[config.mk]
export PLATFORM = sky130hd
export DESIGN_NAME = aarch64_reloc_patch
export DESIGN_NICKNAME = d
export VERILOG_FILES = /design/src/hw/rtl/arp_pkg.sv /design/src/hw/rtl/aarch64_reloc_patch.sv
export SDC_FILE = /design/constraint.sdc
export NUM_CORES = 1
export LEC_CHECK = 0
export ABC_AREA = 1
export BUFFER_PORTS_ARGS = -buffer_cell sky130_fd_sc_hd__clkbuf_2
export CORE_MARGIN = 5
export CORE_UTILIZATION = 45
export CTS_CLUSTER_DIAMETER = 40
export DETAILED_ROUTE_END_ITERATION = 12
export PLACE_DENSITY = 0.7
export SLEW_MARGIN = 20
export SYNTH_ARGS = -nofsm -noshare
export SYNTH_HDL_FRONTEND = slang
export SYNTH_SLANG_ARGS = --single-unit
[constraint.sdc]
create_clock -name clk -period 6.6 [get_ports clk]
set_clock_uncertainty 0.15 [all_clocks]
set_input_delay 0.66 -clock clk [delete_from_list [all_inputs] [get_ports clk]]
set_output_delay 0.66 -clock clk [all_outputs]
set_load 0.02 [all_outputs]
[src/hw/rtl/arp_pkg.sv]
// ----------------------------------------------------------------------------
// arp_pkg
// Relocation type numbers, status codes and byte swap helpers.
// ----------------------------------------------------------------------------
`default_nettype none

package arp_pkg;

  // ELF relocation type numbers
  localparam logic [11:0] T_ABS64              = 12'd257;
  localparam logic [11:0] T_PREL32             = 12'd261;
  localparam logic [11:0] T_LD_PREL_LO19       = 12'd273;
  localparam logic [11:0] T_ADR_LO21           = 12'd274;
  localparam logic [11:0] T_ADR_PREL_PG_HI21   = 12'd275;
  localparam logic [11:0] T_ADD_ABS_LO12_NC    = 12'd277;
  localparam logic [11:0] T_JUMP26             = 12'd282;
  localparam logic [11:0] T_CALL26             = 12'd283;
  localparam logic [11:0] T_LDST64_ABS_LO12_NC = 12'd286;

  // Status codes
  localparam logic [1:0] ST_OK       = 2'd0;
  localparam logic [1:0] ST_MISALIGN = 2'd1;
  localparam logic [1:0] ST_UNKNOWN  = 2'd2;

  // Internal patch kinds after decode
  localparam logic [2:0] K_PASS  = 3'd0;
  localparam logic [2:0] K_ABS64 = 3'd1;
  localparam logic [2:0] K_PREL  = 3'd2;
  localparam logic [2:0] K_LO19  = 3'd3;
  localparam logic [2:0] K_HI21  = 3'd4;
  localparam logic [2:0] K_ABS12 = 3'd5;
  localparam logic [2:0] K_JUMP  = 3'd6;
  localparam logic [2:0] K_LDST  = 3'd7;

  // Control carried from operand select to the adder stage
  typedef struct packed {
    logic       swap64;
    logic       swap32;
    logic       half;
    logic [1:0] status;
  } add_ctrl_t;

  function automatic logic [31:0] swap32(input logic [31:0] x);
    return {x[7:0], x[15:8], x[23:16], x[31:24]};
  endfunction

  function automatic logic [63:0] swap64(input logic [63:0] x);
    return {swap32(x[31:0]), swap32(x[63:32])};
  endfunction

endpackage

`default_nettype wire

[src/hw/rtl/aarch64_reloc_patch.sv]
// ----------------------------------------------------------------------------
// aarch64_reloc_patch
// Applies one AArch64 ELF relocation to a 64-bit word per transfer.
// ----------------------------------------------------------------------------
//  channel | direction | payload
//  s_*     | in        | tdata: old_word[63:0], symbol_value[127:64],
//          |           |        patch_address[191:128]; tuser: action[11:0]
//  m_*     | out       | tdata: new_word[63:0]; tuser: status[1:0]
//  cfg_*   | in        | cfg_wdata: elf_big_endian
//
// Three register stages: decode and subtract, operand select, add and swap.
// One transfer per cycle while m_tready is high, through s1, s2 and s3.
// rst clears all stage valid bits and elf_big_endian.
// Each stage holds while the one after it is full and stalled, so a stall on
// m_tready reaches s_tready only when all three stages are occupied.
// ----------------------------------------------------------------------------
`default_nettype none

module aarch64_reloc_patch
  import arp_pkg::*;
(
  input  wire logic         clk,
  input  wire logic         rst,
  // config
  input  wire logic         cfg_we,
  input  wire logic         cfg_wdata,
  // input stream
  input  wire logic         s_tvalid,
  output      logic         s_tready,
  input  wire logic [191:0] s_tdata,   // old_word, symbol_value, patch_address
  input  wire logic [11:0]  s_tuser,   // action
  // output stream
  output      logic         m_tvalid,
  input  wire logic         m_tready,
  output      logic [63:0]  m_tdata,   // new_word
  output      logic [1:0]   m_tuser    // status
);

  logic elf_big_endian;

  // stage valids and advance enables
  logic s1_valid, s2_valid, s3_valid;
  logic s1_ready, s2_ready, s3_ready;

  assign s3_ready = !s3_valid || m_tready;
  assign s2_ready = !s2_valid || s3_ready;
  assign s1_ready = !s1_valid || s2_ready;
  assign s_tready = s1_ready;

  // configuration register
  always_ff @(posedge clk) begin
    if (rst) begin
      elf_big_endian <= 1'b0;
    end else if (cfg_we) begin
      elf_big_endian <= cfg_wdata;
    end
  end

  // ---------------- stage 1: decode, subtract ----------------
  logic [63:0] in_word, in_sym, in_addr;
  logic [2:0]  dec_kind;
  logic [1:0]  dec_status;

  assign in_word = s_tdata[63:0];
  assign in_sym  = s_tdata[127:64];
  assign in_addr = s_tdata[191:128];

  always_comb begin
    dec_kind   = K_PASS;
    dec_status = ST_OK;
    case (s_tuser)
      T_ABS64:            dec_kind = K_ABS64;
      T_PREL32:           dec_kind = K_PREL;
      T_LD_PREL_LO19:     dec_kind = K_LO19;
      T_ADR_LO21: begin
        if (in_sym[1:0] != 2'b00) dec_status = ST_MISALIGN;
        else                      dec_kind   = K_LO19;
      end
      T_ADR_PREL_PG_HI21: dec_kind = K_HI21;
      T_ADD_ABS_LO12_NC:  dec_kind = K_ABS12;
      T_JUMP26,
      T_CALL26:           dec_kind = K_JUMP;
      T_LDST64_ABS_LO12_NC: begin
        if (in_sym[2:0] != 3'b000) dec_status = ST_MISALIGN;
        else                       dec_kind   = K_LDST;
      end
      default:            dec_status = ST_UNKNOWN;
    endcase
  end

  logic [2:0]  s1_kind;
  logic [1:0]  s1_status;
  logic [63:0] s1_word, s1_sym;
  logic [31:0] s1_delta;
  logic [20:0] s1_page;

  always_ff @(posedge clk) begin
    if (rst) begin
      s1_valid <= 1'b0;
    end else if (s1_ready) begin
      s1_valid <= s_tvalid;
    end
  end

  always_ff @(posedge clk) begin
    if (s1_ready && s_tvalid) begin
      s1_kind   <= dec_kind;
      s1_status <= dec_status;
      s1_word   <= in_word;
      s1_sym    <= in_sym;
      // only the low bits of each difference reach the patched field
      s1_delta  <= in_sym[31:0] - in_addr[31:0];
      s1_page   <= in_sym[32:12] - in_addr[32:12];
    end
  end

  // ---------------- stage 2: operand select ----------------
  logic [63:0] sel_a, sel_b;
  add_ctrl_t   sel_ctrl;

  always_comb begin
    sel_a           = s1_word;
    sel_b           = 64'd0;
    sel_ctrl.swap64 = 1'b0;
    sel_ctrl.swap32 = 1'b0;
    sel_ctrl.half   = 1'b1;
    sel_ctrl.status = s1_status;
    case (s1_kind)
      K_ABS64: begin
        sel_a           = elf_big_endian ? swap64(s1_word) : s1_word;
        sel_b           = s1_sym;
        sel_ctrl.swap64 = elf_big_endian;
        sel_ctrl.half   = 1'b0;
      end
      K_PREL: begin
        sel_a           = {s1_word[63:32],
                           elf_big_endian ? swap32(s1_word[31:0]) : s1_word[31:0]};
        sel_b           = {32'd0, s1_delta};
        sel_ctrl.swap32 = elf_big_endian;
      end
      K_LO19:  sel_b = {32'd0, 8'd0, s1_delta[20:2], 5'd0};
      K_HI21:  sel_b = {32'd0, 1'b0, s1_page[1:0], 5'd0, s1_page[20:2], 5'd0};
      K_ABS12: sel_b = {32'd0, 10'd0, s1_sym[11:0], 10'd0};
      K_JUMP:  sel_b = {32'd0, 6'd0, s1_delta[27:2]};
      K_LDST:  sel_b = {32'd0, 13'd0, s1_sym[11:3], 10'd0};
      default: sel_ctrl.half = 1'b0;   // pass-through: word + 0
    endcase
  end

  logic [63:0] s2_a, s2_b;
  add_ctrl_t   s2_ctrl;

  always_ff @(posedge clk) begin
    if (rst) begin
      s2_valid <= 1'b0;
    end else if (s2_ready) begin
      s2_valid <= s1_valid;
    end
  end

  always_ff @(posedge clk) begin
    if (s2_ready && s1_valid) begin
      s2_a    <= sel_a;
      s2_b    <= sel_b;
      s2_ctrl <= sel_ctrl;
    end
  end

  // ---------------- stage 3: add, swap back ----------------
  logic [63:0] sum, res_word;

  assign sum = s2_a + s2_b;

  always_comb begin
    if (s2_ctrl.half) begin
      res_word = {s2_a[63:32], s2_ctrl.swap32 ? swap32(sum[31:0]) : sum[31:0]};
    end else begin
      res_word = s2_ctrl.swap64 ? swap64(sum) : sum;
    end
  end

  logic [63:0] s3_word;
  logic [1:0]  s3_status;

  always_ff @(posedge clk) begin
    if (rst) begin
      s3_valid <= 1'b0;
    end else if (s3_ready) begin
      s3_valid <= s2_valid;
    end
  end

  always_ff @(posedge clk) begin
    if (s3_ready && s2_valid) begin
      s3_word   <= res_word;
      s3_status <= s2_ctrl.status;
    end
  end

  assign m_tvalid = s3_valid;
  assign m_tdata  = s3_word;
  assign m_tuser  = s3_status;

endmodule

`default_nettype wire

==> results_tabular.tex <==
\begin{tabular}{lr}
\hline
Metric & Value \\
\hline
\multicolumn{2}{l}{\textbf{Placed design}} \\
Cell total after placement & 3,990 \\
Post-Place Worst Slack & 3.259 ns \\
Count of input and output buffers & about 250 \\
HPWL after DPL & 62,100 µm \\
Weighted congestion reported at the end of routability-driven placement & 1.032 \\
\multicolumn{2}{l}{\textbf{Drt}} \\
WL final & 77,180 µm \\
Remaining routing DRC violations & 0 \\
Via count & roughly 21,000 \\
WL per Instance & 18.86 µm \\
Number of nets still failing antenna checks after routing & 0 \\
First-pass iteration count of the detailed router & 5 \\
Avg Vias per Cell & 5.235 \\
Detailed Route Iter0 Violations & 2,067 \\
\multicolumn{2}{l}{\textbf{Timing}} \\
Aggregate negative setup slack & 0 ns \\
Final worst path period share & 51.90\% \\
Slack of the critical path & 3.174 ns \\
Final critical-path required period & between 3 and 4 ns \\
Worst relative slew slack & 25.24\% \\
Pins over their slew limit & 0 \\
Final number of setup-violating endpoints & 0 \\
Tightest Pin Transition & 1.120 ns \\
Max Clk Rate & about 0.29 GHz \\
RSZ-0062 raised after global routing & false \\
Hold Vio Cnt, Final & 0 \\
\multicolumn{2}{l}{\textbf{Global routing}} \\
GRT Resource Usage Total & 25.38\% \\
Number of antenna violations at the first check in global routing & 1 \\
GRT Residual Overflow & 0 \\
Wire length of the first global-routing pass & 115,500 µm \\
Via count of the first global-routing pass & 19,924 \\
Largest net degree at the start of global routing & approximately 130 \\
\multicolumn{2}{l}{\textbf{Synthesis}} \\
Prevailing post-synth register cell & edfxtp\_1 \\
Mean cell area of the mapped netlist & 7.877 µm² \\
Total of warnings raised by yosys & 0 \\
Area fraction of the dominant cell type after synthesis & 47.34\% \\
Number of flops mapped to enable cells by yosys & 385 \\
Netlist Area Pre-Place & 0.02442 mm² \\
Cell accounting for the most synthesized area & edfxtp\_1 \\
Count of state elements after synthesis & 389 \\
Synth Instances & 3,100 \\
Main area contributors after synthesis & edfxtp\_1, nand2\_1, inv\_1, nand3\_1, ha\_1 \\
Top-count cell post-synth & nand2\_1 \\
Sequential area share after synthesis & 47.67\% \\
Distinct cell type count after synthesis & 50 \\
Async set-reset flop share out of synthesis & 0\% \\
Post-synth top cells & nand2\_1, inv\_1, edfxtp\_1 \\
Net count of the mapped netlist & between 3,000 and 4,000 \\
\multicolumn{2}{l}{\textbf{Final layout}} \\
Net count, final & 3,660 \\
Cell Count, Final, Fillers Out & $\sim$4,100 \\
Total of fill cells in the finished design & 5,197 \\
Multi-input gate area & 0.01024 mm² \\
Synthesis-to-layout area growth & 15.64\% \\
FF+latch area & 0.01164 mm² \\
Antenna diode count & 0 \\
Fraction of layout cells with a size suffix above 1 & 12.34\% \\
\multicolumn{2}{l}{\textbf{Clocking}} \\
Max clock buf depth & 3 \\
Cts-stage hold buffer count & 0 \\
Clock-pin slew of the registers on the worst-case setup and hold paths & 0.06 ns \\
Number of buffers added for setup after CTS & 0 \\
Number of clock sinks & a little under 400 \\
TritonCTS clock tree & yes \\
Count of H-tree levels built during CTS & 2 \\
Count of instances resized after the clock tree is built & 0 \\
Root Buffer & clkbuf\_16 \\
Clock buffers created by TritonCTS & 55 \\
Clock latency at the later pin of the worst-skew pair & 0.62 ns \\
\multicolumn{2}{l}{\textbf{Floorplanning}} \\
Starting density of the core & 45.38\% \\
Placeable core region & about 0.054 mm² \\
Number of rows created at floorplan & 85 \\
Die Height & 243.0 µm \\
Overall die width & 243.0 µm \\
Count of pins on the block boundary & 278 \\
Die area & 0.05902 mm² \\
\multicolumn{2}{l}{\textbf{Worst setup path}} \\
Startpoint kind of the worst setup timing path & flop \\
Worst Setup End Kind & flop \\
Count of cells along the worst register-to-register path & 13 \\
Top fanout value on the critical path & 4 \\
Required time of the critical path & 6.89 ns \\
Type of the worst setup path & reg2reg \\
Endpoint of the worst register-to-register path & m\_tdata[54]\$\_DFFE\_PP\_ \\
Arrival time at the worst endpoint & 3.72 ns \\
Worst reg-to-reg setup slack & 3.17 ns \\
Critical R2R Launch & s2\_a[0]\$\_DFFE\_PP\_ \\
\multicolumn{2}{l}{\textbf{Run status}} \\
Result of the run & complete, no violations \\
\multicolumn{2}{l}{\textbf{Run}} \\
Max-cap violations & 0 \\
\multicolumn{2}{l}{\textbf{Pwr}} \\
VDD IR max & 0.1797 mV \\
Power spent charging and discharging nets & between 1.5 and 2 mW \\
Clock share of power & between 40\% and 50\% \\
Fraction of power spent switching nets & around 29\% \\
Pint & 4.973 mW \\
Cell Pwr Density & 246.7 mW/mm² \\
Logic gate share of total power & between 10\% and 20\% \\
LEAKAGE & 13.89 nW \\
Sequential share of power & 43.0\% \\
\multicolumn{2}{l}{\textbf{Worst hold path}} \\
End point of the most critical hold path & s1\_word[46]\$\_DFFE\_PP\_ \\
Worst Hold Launch & s\_tdata[46] \\
Worst min-delay path class & in2reg \\
Instance count along the most critical hold path & 1 \\
\hline
\end{tabular}
[power by group through the flow]
| stage | Clock [mW] | Sequential [mW] | Combinational (mW) |
|---|---|---|---|
| CTS | 2.93 | 3.00 | 1.07 |
| detailed placement | 0 | 3.05 | 1.06 |
| global placement | 0 | 3.04 | 1.05 |
| global route | 3.06 | 3.01 | 1.19 |
| floorplan | 0 | 3.03 | 0.676 |
| finish | 2.88 | 3.00 | 1.08 |
[through the flow]
step | area, µm² | power, mW | hold WS [ns] | util [%]
floorplan | 24420 | 3.705 | 0.2503 | -
global placement | 26400 | 4.094 | 0.2513 | 49.05
detailed placement | 26400 | 4.110 | 0.2545 | 49.05
CTS | 28240 | 6.996 | 0.03337 | 52.47
global route | 28240 | 7.254 | 0.04034 | 52.47
finish | 28240 | 6.966 | 0.06156 | 52.47
[worst max-delay path, stage by stage, from the launching register on]
cell and delay, ns:
edfxtp_1 0.51, ha_1 0.30, fa_1 0.44, nand3_1 0.12, nand3_2 0.11, nand2_1 0.09
nand2_1 0.10, nand2_1 0.08, nand2_1 0.09, xor2_1 0.66, o21ai_0 0.25, inv_1 0.12
nand2_1 0.07, nand2_1 0.16
[area by class of cell]
type,instances,area share [%]
clock inverters,40,1.555
repair buffers,261,4.803
flip-flops and latches,389,41.22
clock buffers,62,4.967
well taps,696,3.084
inverters,608,8.108
multi-input cells,2036,36.26
[registers in the layout (all words and copies together) (netlist names)]
name / cells
m_tdata: 64
s1_sym: 64
s1_word: 64
s2_a: 64
s2_b: 64
s1_delta: 32
s1_page: 21
s2_ctrl: 5
s1_kind: 3
m_tuser: 2
s1_status: 2
elf_big_endian: 1
m_tvalid: 1
s1_valid: 1
s2_valid: 1
[cells by family (layout without fill, tap and decap cells)]
family	count (synthesis)	in the layout	synth area share, %
and+or+nand+nor	1543	1543	26.25
buffers and inverters	675	971	10.48
DFF	389	389	47.67
AOI/OAI and AO/OA	337	337	8.357
adders and majority gates	99	99	5.165
xor gates and xnor gates	57	57	2.075
[metal layers]
metal / vias up / GRT usage [%] / routed length, µm
met5: - / 0 / 0
met4: 0 / 8.678 / 2700
met3: 132 / 4.235 / 6592
met2: 897 / 40.96 / 35420
met1: 9853 / 34.99 / 32460
li1: 10541 / - / -
[worst max path at each step]
stage	start	endpoint	slack (ns)	cells after the start
final	s2_a[0]$_DFFE_PP_	m_tdata[54]$_DFFE_PP_	3.17	13
after global routing	s2_a[0]$_DFFE_PP_	m_tdata[54]$_DFFE_PP_	3.12	13
after CTS	s2_a[0]$_DFFE_PP_	m_tdata[54]$_DFFE_PP_	3.23	13
after detailed placement	s2_a[0]$_DFFE_PP_	m_tdata[54]$_DFFE_PP_	3.26	13
after global placement	s2_a[0]$_DFFE_PP_	m_tdata[54]$_DFFE_PP_	3.31	13
after floorplan	m_tready	s1_delta[0]$_DFFE_PP_	1.21	6
[layout by cell type (no fill, tap or decap), drive strengths merged]
cell and n:
nand2 1032, inv 615, edfxtp 385, clkbuf 308
nand3 247, nor2 194, a21oi 112, o21ai 105
ha 96, o211ai 48, xor2 44, nand4 28
clkinv 22, nor3 21, buf 15, o221ai 14
xnor2 13, o22ai 11, a22oi 11, a221oi 11
o2111ai 7, clkinvlp 7, and2 7, nor4 6
a21o 5, o21bai 5, or2 5, bufinv 4
dfxtp 4, fa 3, nand3b 3, a21boi 3
a22o 2, o31ai 1, a31oi 1, o21a 1
No activity file was read; power rests on OpenSTA's default activity.
